<file path="src/hw/rtl/dsm_pkg.sv">
// Shared constants, types and helpers of the decimal string multiplier.
package dsm_pkg;

  localparam int unsigned MAX_DIGITS_DEF = 32;
  localparam int unsigned DIGIT_W        = 4;
  localparam int unsigned SUM_W          = 13;  // column sum width
  localparam int unsigned PROD_W         = 8;   // digit by digit product

  localparam logic [DIGIT_W-1:0] DIGIT_MAX = 4'd9;
  localparam logic [DIGIT_W-1:0] DIGIT_ZERO = 4'd0;
  localparam logic [SUM_W-1:0]   RADIX     = 13'd10;

  localparam logic CMD_FIRST  = 1'b0;
  localparam logic CMD_SECOND = 1'b1;

  // Operation on the column memory, issued together with its address.
  typedef enum logic [2:0] {
    COL_IDLE,
    COL_CLEAR,
    COL_ACC,
    COL_RIPPLE,
    COL_READ
  } col_op_e;

  typedef struct packed {
    col_op_e op;
    logic    first;  // first column of the carry ripple: carry in is zero
    logic    msb;    // column 0: keeps its full value
  } col_cmd_t;

  typedef struct packed {
    logic                en;
    logic                sel;
    logic [DIGIT_W-1:0]  digit;
  } opnd_wr_t;

  typedef struct packed {
    logic first_zero;   // first stored digit of operand one is 0
    logic second_zero;  // first stored digit of operand two is 0
    logic overflow;     // a digit was dropped since the last run
  } opnd_stat_t;

  // Quotient by ten through the reciprocal 6554 / 2^16, exact below 8192.
  function automatic logic [SUM_W-1:0] div10(input logic [SUM_W-1:0] x);
    logic [31:0] p;
    p = 32'(x) * 32'd6554;
    return p[SUM_W+15:16];
  endfunction

endpackage

</file>
<file path="src/hw/rtl/dsm_stream_if.sv">
// Valid/ready channels for digit input and product output.
interface dsm_in_if import dsm_pkg::*; ();
  logic               valid;
  logic               ready;
  logic               command;
  logic [DIGIT_W-1:0] digit;
  logic               final_digit;

  modport source (output valid, command, digit, final_digit, input ready);
  modport sink (input valid, command, digit, final_digit, output ready);
endinterface

interface dsm_out_if import dsm_pkg::*; ();
  logic               valid;
  logic               ready;
  logic [DIGIT_W-1:0] product_digit;
  logic               last_digit;
  logic               too_long;

  modport source (output valid, product_digit, last_digit, too_long, input ready);
  modport sink (input valid, product_digit, last_digit, too_long, output ready);
endinterface

</file>
<file path="src/hw/rtl/decimal_string_multiplier.sv">
// Top level of the decimal string multiplier: control sequencer and channels.
//
// Operand digits arrive most significant first, one transfer per cycle while
// in_i.ready is high; command picks the operand, final_digit on the last digit
// starts the product and drops ready until the last product digit has been
// taken. Digits above nine are stored as nine; digits beyond MAX_DIGITS per
// operand are dropped and reported through too_long on every digit of that
// run. A product run walks one column memory (2*MAX_DIGITS sums, one read and
// one write port): a zero check, a clear of the len1+len2 columns, digit
// product accumulation (one column read-modify-write per cycle, forwarded
// when consecutive updates hit the same column), the carry ripple, a drain
// step and a step that settles the leading zero, then a read, a load and an
// output transfer per product digit, the transfer waiting out any output
// stall. An empty or single zero operand answers with one digit 0 after the check.
module decimal_string_multiplier import dsm_pkg::*; #(
  parameter int unsigned MAX_DIGITS = MAX_DIGITS_DEF
) (
  input logic        clk_i,
  input logic        rst_ni,
  dsm_in_if.sink     in_i,
  dsm_out_if.source  out_o
);

  localparam int unsigned AW = (MAX_DIGITS > 1) ? $clog2(MAX_DIGITS) : 1;
  localparam int unsigned LW = $clog2(MAX_DIGITS + 1);
  localparam int unsigned CW = $clog2(2 * MAX_DIGITS);
  localparam int unsigned TW = $clog2(2 * MAX_DIGITS + 1);

  typedef enum logic [3:0] {
    S_LOAD,      // taking operand digits
    S_CHECK,     // zero / empty operand test
    S_CLEAR,     // zero the column sums
    S_ACC,       // accumulate digit products
    S_RIPPLE,    // carry ripple, least significant column first
    S_DRAIN,     // last ripple write in flight
    S_START,     // skip one leading zero
    S_EMIT_RD,   // read a product column
    S_EMIT_LD,   // load output register
    S_EMIT_OUT   // wait for the output transfer
  } state_e;

  state_e             state_q;
  logic [AW-1:0]      i_q, j_q;
  logic [CW-1:0]      k_q;
  logic [TW-1:0]      total_q;
  logic               flag_q;
  logic               out_valid_q;
  logic [DIGIT_W-1:0] out_digit_q;
  logic               out_last_q;

  logic               in_xfer, out_xfer;
  opnd_wr_t           opnd_wr;
  logic               opnd_clr;
  logic               opnd_rd;
  logic [DIGIT_W-1:0] a_digit, b_digit;
  logic [LW-1:0]      len1, len2;
  opnd_stat_t         opnd_stat;
  col_cmd_t           col_cmd;
  logic [CW-1:0]      col_addr;
  logic [PROD_W-1:0]  prod;
  logic [DIGIT_W-1:0] col_digit;
  logic               col_lead_zero;

  logic               zero_run, last_col, i_last, j_last;

  assign in_i.ready = (state_q == S_LOAD);
  assign in_xfer    = in_i.valid && in_i.ready;
  assign out_xfer   = out_o.valid && out_o.ready;

  assign opnd_wr.en    = in_xfer;
  assign opnd_wr.sel   = in_i.command;
  assign opnd_wr.digit = in_i.digit;
  assign opnd_clr      = (state_q == S_EMIT_OUT) && out_xfer && out_last_q;
  assign opnd_rd       = (state_q == S_ACC);

  assign zero_run = (len1 == '0) || (len2 == '0) ||
                    ((len1 == LW'(1)) && opnd_stat.first_zero) ||
                    ((len2 == LW'(1)) && opnd_stat.second_zero);
  assign last_col = (TW'(k_q) + TW'(1)) == total_q;
  assign i_last   = (LW'(i_q) + LW'(1)) == len1;
  assign j_last   = (LW'(j_q) + LW'(1)) == len2;

  // operand data is registered and arrives in the cycle after the read, aligned with the column data
  assign prod = {{(PROD_W-DIGIT_W){1'b0}}, a_digit} * {{(PROD_W-DIGIT_W){1'b0}}, b_digit};

  always_comb begin
    col_cmd  = '{op: COL_IDLE, first: 1'b0, msb: 1'b0};
    col_addr = k_q;
    unique case (state_q)
      S_CLEAR:   col_cmd.op = COL_CLEAR;
      S_ACC: begin
        col_cmd.op = COL_ACC;
        col_addr   = CW'(i_q) + CW'(j_q) + CW'(1);
      end
      S_RIPPLE: begin
        col_cmd.op    = COL_RIPPLE;
        col_cmd.first = last_col;
        col_cmd.msb   = (k_q == '0);
      end
      S_EMIT_RD: col_cmd.op = COL_READ;
      default:   col_cmd.op = COL_IDLE;
    endcase
  end

  always_ff @(posedge clk_i or negedge rst_ni) begin
    if (!rst_ni) begin
      state_q     <= S_LOAD;
      i_q         <= '0;
      j_q         <= '0;
      k_q         <= '0;
      total_q     <= '0;
      flag_q      <= 1'b0;
      out_valid_q <= 1'b0;
      out_digit_q <= '0;
      out_last_q  <= 1'b0;
    end else begin
      unique case (state_q)
        S_LOAD: begin
          if (in_xfer && in_i.final_digit) state_q <= S_CHECK;
        end
        S_CHECK: begin
          flag_q  <= opnd_stat.overflow;
          total_q <= TW'(len1) + TW'(len2);
          k_q     <= '0;
          if (zero_run) begin
            out_valid_q <= 1'b1;
            out_digit_q <= DIGIT_ZERO;
            out_last_q  <= 1'b1;
            state_q     <= S_EMIT_OUT;
          end else begin
            state_q <= S_CLEAR;
          end
        end
        S_CLEAR: begin
          if (last_col) begin
            i_q     <= '0;
            j_q     <= '0;
            state_q <= S_ACC;
          end else begin
            k_q <= k_q + CW'(1);
          end
        end
        S_ACC: begin
          if (j_last) begin
            j_q <= '0;
            if (i_last) begin
              k_q     <= CW'(total_q - TW'(1));
              state_q <= S_RIPPLE;
            end else begin
              i_q <= i_q + AW'(1);
            end
          end else begin
            j_q <= j_q + AW'(1);
          end
        end
        S_RIPPLE: begin
          if (k_q == '0) state_q <= S_DRAIN;
          else k_q <= k_q - CW'(1);
        end
        S_DRAIN: state_q <= S_START;
        S_START: begin
          k_q     <= col_lead_zero ? CW'(1) : '0;
          state_q <= S_EMIT_RD;
        end
        S_EMIT_RD: state_q <= S_EMIT_LD;
        S_EMIT_LD: begin
          out_valid_q <= 1'b1;
          out_digit_q <= col_digit;
          out_last_q  <= last_col;
          state_q     <= S_EMIT_OUT;
        end
        S_EMIT_OUT: begin
          if (out_xfer) begin
            out_valid_q <= 1'b0;
            if (out_last_q) begin
              state_q <= S_LOAD;
            end else begin
              k_q     <= k_q + CW'(1);
              state_q <= S_EMIT_RD;
            end
          end
        end
        default: state_q <= S_LOAD;
      endcase
    end
  end

  assign out_o.valid         = out_valid_q;
  assign out_o.product_digit = out_digit_q;
  assign out_o.last_digit    = out_last_q;
  assign out_o.too_long      = flag_q;

  dsm_operand_store #(
    .MAX_DIGITS (MAX_DIGITS)
  ) u_opnd (
    .clk_i        (clk_i),
    .rst_ni       (rst_ni),
    .wr_i         (opnd_wr),
    .clear_i      (opnd_clr),
    .rd_en_i      (opnd_rd),
    .rd_a_addr_i  (i_q),
    .rd_b_addr_i  (j_q),
    .a_digit_o    (a_digit),
    .b_digit_o    (b_digit),
    .first_len_o  (len1),
    .second_len_o (len2),
    .stat_o       (opnd_stat)
  );

  dsm_column_unit #(
    .MAX_DIGITS (MAX_DIGITS)
  ) u_cols (
    .clk_i       (clk_i),
    .rst_ni      (rst_ni),
    .cmd_i       (col_cmd),
    .addr_i      (col_addr),
    .prod_i      (prod),
    .digit_o     (col_digit),
    .lead_zero_o (col_lead_zero)
  );

  a_load_no_output: assert property (@(posedge clk_i) disable iff (!rst_ni)
    in_i.ready |-> !out_o.valid)
    else $error("digit load open while a product digit is pending");

  a_acc_operands: assert property (@(posedge clk_i) disable iff (!rst_ni)
    (state_q == S_ACC) |-> (len1 != '0) && (len2 != '0))
    else $error("accumulating with an empty operand");

  a_last_reopens: assert property (@(posedge clk_i) disable iff (!rst_ni)
    out_xfer && out_o.last_digit |=> in_i.ready && (len1 == '0) && (len2 == '0))
    else $error("run end did not reopen the digit load");

endmodule

</file>
<file path="src/hw/rtl/dsm_operand_store.sv">
// Digit memories of both operands with their lengths and flags.
module dsm_operand_store import dsm_pkg::*; #(
  parameter int unsigned MAX_DIGITS = MAX_DIGITS_DEF,
  localparam int unsigned AW = (MAX_DIGITS > 1) ? $clog2(MAX_DIGITS) : 1,
  localparam int unsigned LW = $clog2(MAX_DIGITS + 1)
) (
  input  logic               clk_i,
  input  logic               rst_ni,
  input  opnd_wr_t           wr_i,
  input  logic               clear_i,
  input  logic               rd_en_i,
  input  logic [AW-1:0]      rd_a_addr_i,
  input  logic [AW-1:0]      rd_b_addr_i,
  output logic [DIGIT_W-1:0] a_digit_o,
  output logic [DIGIT_W-1:0] b_digit_o,
  output logic [LW-1:0]      first_len_o,
  output logic [LW-1:0]      second_len_o,
  output opnd_stat_t         stat_o
);

  logic [DIGIT_W-1:0] first_mem_q  [MAX_DIGITS];
  logic [DIGIT_W-1:0] second_mem_q [MAX_DIGITS];
  logic [DIGIT_W-1:0] a_q, b_q;
  logic [LW-1:0]      first_len_q, second_len_q;
  opnd_stat_t         stat_q;

  logic [DIGIT_W-1:0] dig_sat;
  logic               first_room, second_room;
  logic               wr_first, wr_second, drop;

  assign dig_sat     = (wr_i.digit > DIGIT_MAX) ? DIGIT_MAX : wr_i.digit;
  assign first_room  = first_len_q < LW'(MAX_DIGITS);
  assign second_room = second_len_q < LW'(MAX_DIGITS);
  assign wr_first    = wr_i.en && (wr_i.sel == CMD_FIRST) && first_room;
  assign wr_second   = wr_i.en && (wr_i.sel == CMD_SECOND) && second_room;
  assign drop        = wr_i.en && !wr_first && !wr_second;

  always_ff @(posedge clk_i) begin
    if (wr_first) first_mem_q[first_len_q[AW-1:0]] <= dig_sat;
    if (wr_second) second_mem_q[second_len_q[AW-1:0]] <= dig_sat;
    if (rd_en_i) begin
      a_q <= first_mem_q[rd_a_addr_i];
      b_q <= second_mem_q[rd_b_addr_i];
    end
  end

  always_ff @(posedge clk_i or negedge rst_ni) begin
    if (!rst_ni) begin
      first_len_q  <= '0;
      second_len_q <= '0;
      stat_q       <= '0;
    end else if (clear_i) begin
      first_len_q     <= '0;
      second_len_q    <= '0;
      stat_q.overflow <= 1'b0;
    end else begin
      if (wr_first) begin
        first_len_q <= first_len_q + LW'(1);
        if (first_len_q == '0) stat_q.first_zero <= (dig_sat == DIGIT_ZERO);
      end
      if (wr_second) begin
        second_len_q <= second_len_q + LW'(1);
        if (second_len_q == '0) stat_q.second_zero <= (dig_sat == DIGIT_ZERO);
      end
      if (drop) stat_q.overflow <= 1'b1;
    end
  end

  assign a_digit_o    = a_q;
  assign b_digit_o    = b_q;
  assign first_len_o  = first_len_q;
  assign second_len_o = second_len_q;
  assign stat_o       = stat_q;

endmodule

</file>
<file path="src/hw/rtl/dsm_column_unit.sv">
// Column sum memory with its read-modify-write stage and carry ripple.
module dsm_column_unit import dsm_pkg::*; #(
  parameter int unsigned MAX_DIGITS = MAX_DIGITS_DEF,
  localparam int unsigned COLS = 2 * MAX_DIGITS,
  localparam int unsigned CW   = $clog2(COLS)
) (
  input  logic               clk_i,
  input  logic               rst_ni,
  input  col_cmd_t           cmd_i,
  input  logic [CW-1:0]      addr_i,
  input  logic [PROD_W-1:0]  prod_i,
  output logic [DIGIT_W-1:0] digit_o,
  output logic               lead_zero_o
);

  logic [SUM_W-1:0] mem_q [COLS];
  logic [SUM_W-1:0] rdata_q;
  col_cmd_t         s1_q;
  logic [CW-1:0]    s1_addr_q;
  logic [SUM_W-1:0] carry_q;
  logic             fwd_hit_q;
  logic [SUM_W-1:0] fwd_data_q;
  logic             lead_zero_q;

  logic             reading, s1_wr, we;
  logic [CW-1:0]    waddr;
  logic [SUM_W-1:0] base, rip_sum, quot, rem, s1_data, wdata;

  assign reading = (cmd_i.op == COL_ACC) || (cmd_i.op == COL_RIPPLE) ||
                   (cmd_i.op == COL_READ);
  assign s1_wr   = (s1_q.op == COL_ACC) || (s1_q.op == COL_RIPPLE);

  // write of the previous cycle lands too late for the memory read
  assign base    = fwd_hit_q ? fwd_data_q : rdata_q;
  assign rip_sum = base + (s1_q.first ? '0 : carry_q);
  assign quot    = div10(rip_sum);
  assign rem     = rip_sum - ((quot << 3) + (quot << 1));

  always_comb begin
    s1_data = base + SUM_W'(prod_i);
    if (s1_q.op == COL_RIPPLE) s1_data = s1_q.msb ? rip_sum : rem;
  end

  always_comb begin
    we    = 1'b0;
    waddr = addr_i;
    wdata = '0;
    if (s1_wr) begin
      we    = 1'b1;
      waddr = s1_addr_q;
      wdata = s1_data;
    end else if (cmd_i.op == COL_CLEAR) begin
      we = 1'b1;
    end
  end

  always_ff @(posedge clk_i) begin
    if (we) mem_q[waddr] <= wdata;
    if (reading) rdata_q <= mem_q[addr_i];
  end

  always_ff @(posedge clk_i) begin
    s1_addr_q  <= addr_i;
    fwd_data_q <= wdata;
    if (s1_q.op == COL_RIPPLE) carry_q <= quot;
  end

  always_ff @(posedge clk_i or negedge rst_ni) begin
    if (!rst_ni) begin
      s1_q        <= '{op: COL_IDLE, first: 1'b0, msb: 1'b0};
      fwd_hit_q   <= 1'b0;
      lead_zero_q <= 1'b0;
    end else begin
      s1_q      <= cmd_i;
      fwd_hit_q <= s1_wr && reading && (s1_addr_q == addr_i);
      if ((s1_q.op == COL_RIPPLE) && s1_q.msb) lead_zero_q <= (rip_sum == '0);
    end
  end

  assign digit_o     = base[DIGIT_W-1:0];
  assign lead_zero_o = lead_zero_q;

  a_ripple_digit: assert property (@(posedge clk_i) disable iff (!rst_ni)
    (s1_q.op == COL_RIPPLE) && !s1_q.msb |-> rem < RADIX)
    else $error("ripple left a column at ten or above");

  a_clear_no_overlap: assert property (@(posedge clk_i) disable iff (!rst_ni)
    (cmd_i.op == COL_CLEAR) |-> !s1_wr)
    else $error("clear collides with a pending column write");

  a_read_digit: assert property (@(posedge clk_i) disable iff (!rst_ni)
    (s1_q.op == COL_READ) |-> base < RADIX)
    else $error("emitted column is not a decimal digit");

endmodule

</file>
<file path="src/flat_wrapper.sv">
// flat-port wrapper written by rule: the top's interface ports become plain ports
module decimal_string_multiplier_flat import dsm_pkg::*;
#(
  parameter int unsigned MAX_DIGITS = MAX_DIGITS_DEF
)
  (clk_i, rst_ni, in_i_valid, in_i_command, in_i_digit, in_i_final_digit, in_i_ready, out_o_valid, out_o_product_digit, out_o_last_digit, out_o_too_long, out_o_ready);
  dsm_in_if in_i_i ();
  dsm_out_if out_o_i ();
  input logic clk_i;
  input logic rst_ni;
  input wire logic [$bits(in_i_i.valid)-1:0] in_i_valid;
  input wire logic [$bits(in_i_i.command)-1:0] in_i_command;
  input wire logic [$bits(in_i_i.digit)-1:0] in_i_digit;
  input wire logic [$bits(in_i_i.final_digit)-1:0] in_i_final_digit;
  output wire logic [$bits(in_i_i.ready)-1:0] in_i_ready;
  output wire logic [$bits(out_o_i.valid)-1:0] out_o_valid;
  output wire logic [$bits(out_o_i.product_digit)-1:0] out_o_product_digit;
  output wire logic [$bits(out_o_i.last_digit)-1:0] out_o_last_digit;
  output wire logic [$bits(out_o_i.too_long)-1:0] out_o_too_long;
  input wire logic [$bits(out_o_i.ready)-1:0] out_o_ready;
  assign in_i_i.valid = in_i_valid;
  assign in_i_i.command = in_i_command;
  assign in_i_i.digit = in_i_digit;
  assign in_i_i.final_digit = in_i_final_digit;
  assign in_i_ready = in_i_i.ready;
  assign out_o_valid = out_o_i.valid;
  assign out_o_product_digit = out_o_i.product_digit;
  assign out_o_last_digit = out_o_i.last_digit;
  assign out_o_too_long = out_o_i.too_long;
  assign out_o_i.ready = out_o_ready;
  decimal_string_multiplier #(.MAX_DIGITS(MAX_DIGITS)) u_core (.clk_i(clk_i), .rst_ni(rst_ni), .in_i(in_i_i), .out_o(out_o_i));
endmodule
</file>
<file path="config.mk">
export PLATFORM = sky130hd
export DESIGN_NAME = decimal_string_multiplier_flat
export DESIGN_NICKNAME = d
export VERILOG_FILES = /design/src/hw/rtl/dsm_pkg.sv /design/src/hw/rtl/dsm_stream_if.sv /design/src/hw/rtl/decimal_string_multiplier.sv /design/src/hw/rtl/dsm_operand_store.sv /design/src/hw/rtl/dsm_column_unit.sv /design/src/flat_wrapper.sv
export SDC_FILE = /design/constraint.sdc
export NUM_CORES = 2
export LEC_CHECK = 0
export BUFFER_PORTS_ARGS = -buffer_cell sky130_fd_sc_hd__buf_2
export CORE_MARGIN = 1
export CORE_UTILIZATION = 30
export DETAILED_ROUTE_END_ITERATION = 7
export GPL_ROUTABILITY_DRIVEN = 0
export GPL_TIMING_DRIVEN = 0
export PLACE_DENSITY = 0.49
export SYNTH_ARGS = -nofsm -noshare
export SYNTH_HDL_FRONTEND = slang
export SYNTH_SLANG_ARGS = --single-unit
</file>
<file path="constraint.sdc">
create_clock -name clk_i -period 16.4 [get_ports clk_i]
set_input_delay 2.46 -clock clk_i [delete_from_list [all_inputs] [get_ports clk_i]]
set_output_delay 2.46 -clock clk_i [all_outputs]
set_load 0.02 [all_outputs]
</file>
==> results.yml <==
run_status:
  status: "finished, final reports clean"
clock_tree:
  cts_setup_buffers: 0
  root_buffer: "clkbuf_16"
  cts_sinks: 1194
  clk_latency_ns: 0.78
  cts_tree: "built"
  htreeDepth: 4
  clk_path_buf_depth: 3
  clkSlewWorstSetupHoldPaths_ns: 0.06
  hold_buffers: 0
  cts_inserted_buffers: 133
  cts_resized: 0
yosys:
  syn_area_per_cell_um2: 17.2
  synth.distinct_cells: 73
  ys.flop_type: "edfxtp_1"
  synth_area_leader_cell: "edfxtp_1"
  syn_area_mm2: 0.0532
  synth_top_area_share_pct: 63.1
  syn_inst: 3098
  seq_area_frac_synth_pct: 66.5
  synthArstFlopShare_pct: 4.69
  synth_edf_count: 1119
  synthesis.nets: 3332
  synth-seq-cells: 1194
  synth_warnings: 0
  synthTopCellsByArea: "edfxtp_1 (63%), mux4_2 (11%), mux2i_1 (4.6%), ha_1 (3.9%), dfrtp_1 (2.6%)"
floorplan:
  core-area_mm2: 0.176
  row_count: 154
  start_util_pct: 30.2
  fp.dieH_um: 423
  die-area_mm2: 0.179
  io_pins: 18
  die_w_um: 423
routing:
  dr.max_layer_used: "met4"
  drt-met1-wl_mm: 61.2
  num_vias: 27600
  drt_iter0_markers: 2401
  drc: 0
  first_pass_iters: 7
  drt-total-wl_mm: 132
  wl_per_cell_um: 23.0
  ant_nets: 0
  via_per_inst: 4.80
  wl_met3_mm: 4.92
  met2_length_mm: 63.5
timing:
  min_period_over_period_pct: 77.7
  hold_violations: 0
  tightest_slew_ns: 1.36
  worst_clock_skew_ns: 0.0329
  slew_violations: 0
  final-setup-viol-count: 0
  fin_hold_ws_ns: 0.493
  worst_slack_ns: 3.66
  maxSlewHeadroom_pct: 9.29
  rsz0062_at_grt: "no"
  fmax_mhz: 78.5
  layout_min_cycle_time_ns: 12.74
grt:
  grt_pass1_wl_mm: 196
  grt.overflow.total: 0
  grt_max_degree: 57
  grt_pass1_vias: 28900
  antenna_found_initial: 1
  track_usage_pct: 14.8
setup_path:
  crit_fanout: 37
  endpoint_kind: "register"
  critPathMaxStageDelay_ns: 1.02
  critPathSlowestCell: "a2111oi_0"
  start_kind: "register"
  crit_type: "register to register"
  worstPathArrival_ns: 13.21
  cp_common_cell: "inv_1"
  worstRegToRegCells: 40
  worstPathRequired_ns: 16.87
placement:
  dp_hpwl_mm: 91.8
  dpl_cell_area_mm2: 0.0573
  dpl_worst_slack_ns: 3.47
  numPortBuffers: 17
min_path:
  hold_depth: 1
  min_path_type: "register to register"
layout:
  nFillCells: 16700
  nNetsFinal: 3542
  diodes: 0
  layout.cells.most_common_list: "edfxtp_1 (1119), mux4_2 (264), mux2i_1 (244)"
  drive_gt1_share_pct: 18.7
  final_common_cell: "edfxtp_1"
  syn2layout_area_growth_pct: 15.9
  fin_area_mm2: 0.0617
run:
  cap_violations: 0
==> layer usage <==
| layer | vias to the layer above | GRT usage, % |
|---|---|---|
| li1 | 12500 | - |
| met1 | 14400 | 20.7 |
| met2 | 539 | 23.9 |
| met3 | 161 | 2.35 |
| met4 | 0 | 4.07 |
| met5 | - | 0 |
==> critical path: cells and delay by family (launching register included) <==
kind / cells / cell delay [ns]
AO/OA/AOI/OAI: 13 / 3.83
adder cells (fa/ha/maj): 8 / 3.21
XOR/XNOR: 3 / 1.59
buffers and inverters: 9 / 1.45
AND/OR/NAND/NOR: 6 / 1.41
multiplexers: 1 / 0.54
flip-flops: 1 / 0.32
==> synth_stat cells, types with 28 or more instances <==
library cell  number
a21oi_1           62
buf_2             32
clkbuf_1          73
dfrtp_1           56
edfxtp_1        1119
fa_1              56
ha_1             168
inv_1            167
mux2i_1          244
mux4_2           264
nand2_1          129
nor2_1           194
nor2b_1           33
o21ai_0           39
o21ai_1           28
xnor2_1           45
xor2_1            54
==> logic make-up after synthesis <==
| kind of cell | synth area share, % |
|---|---|
| flops | 66.5 |
| simple gates | 4.45 |
| compound gates | 3.16 |
| fa+ha+maj | 6.05 |
| xor+xnor | 1.66 |
| buf+inv | 2.20 |
| mux | 16.0 |
==> registers in the layout, summed over array words and instances (netlist names), 5 cells and up <==
name	flops
u_core.i_q	5
u_core.j_q	5
u_core.k_q	6
u_core.total_q	7
u_core.u_cols.carry_q	10
u_core.u_cols.fwd_data_q	13
u_core.u_cols.mem_q	832
u_core.u_cols.rdata_q	13
u_core.u_cols.s1_addr_q	6
u_core.u_cols.s1_q	5
u_core.u_opnd.first_len_o	6
u_core.u_opnd.first_mem_q	128
u_core.u_opnd.second_len_o	6
u_core.u_opnd.second_mem_q	128
==> cell type report <==
class	count	area [µm²]	area share (%)
plain buffers	129	533	0.864
clock buffers	165	3530	5.73
clock inverters	71	781	1.27
inverters	170	638	1.03
multi-input cells	1605	16900	27.4
flip-flops and latches	1194	35400	57.4
well taps	2340	2930	4.75
repair buffers	75	955	1.55
==> final timing paths <==
path	startpoint	slack (ns)	end
setup / recovery	u_core.u_cols.fwd_hit_q	3.66	u_core.u_cols.mem_q[9][12]
hold / removal	u_core.u_opnd.stat_o[2]	0.49	u_core.u_opnd.stat_o[2]
setup reg to reg	u_core.u_cols.fwd_hit_q	3.66	u_core.u_cols.mem_q[9][12]
hold reg to reg	u_core.u_opnd.stat_o[2]	0.49	u_core.u_opnd.stat_o[2]
max in group asynchronous	rst_ni	14.02	u_core.k_q[3]
min in group asynchronous	rst_ni	1.83	u_core.i_q[0]
==> metrics by stage <==
stage	TNS, ns	cells	util, %
finish	0	5749	35.0
global route	0	5749	35.0
CTS	0	5745	35.0
detailed placement	0	5509	32.5
global placement	-1002.61	5455	31.9
floorplan	0	3098	-
Power is not shown: default switching activity piles up to over one toggle a cycle in this logic, so the estimate is an artifact.
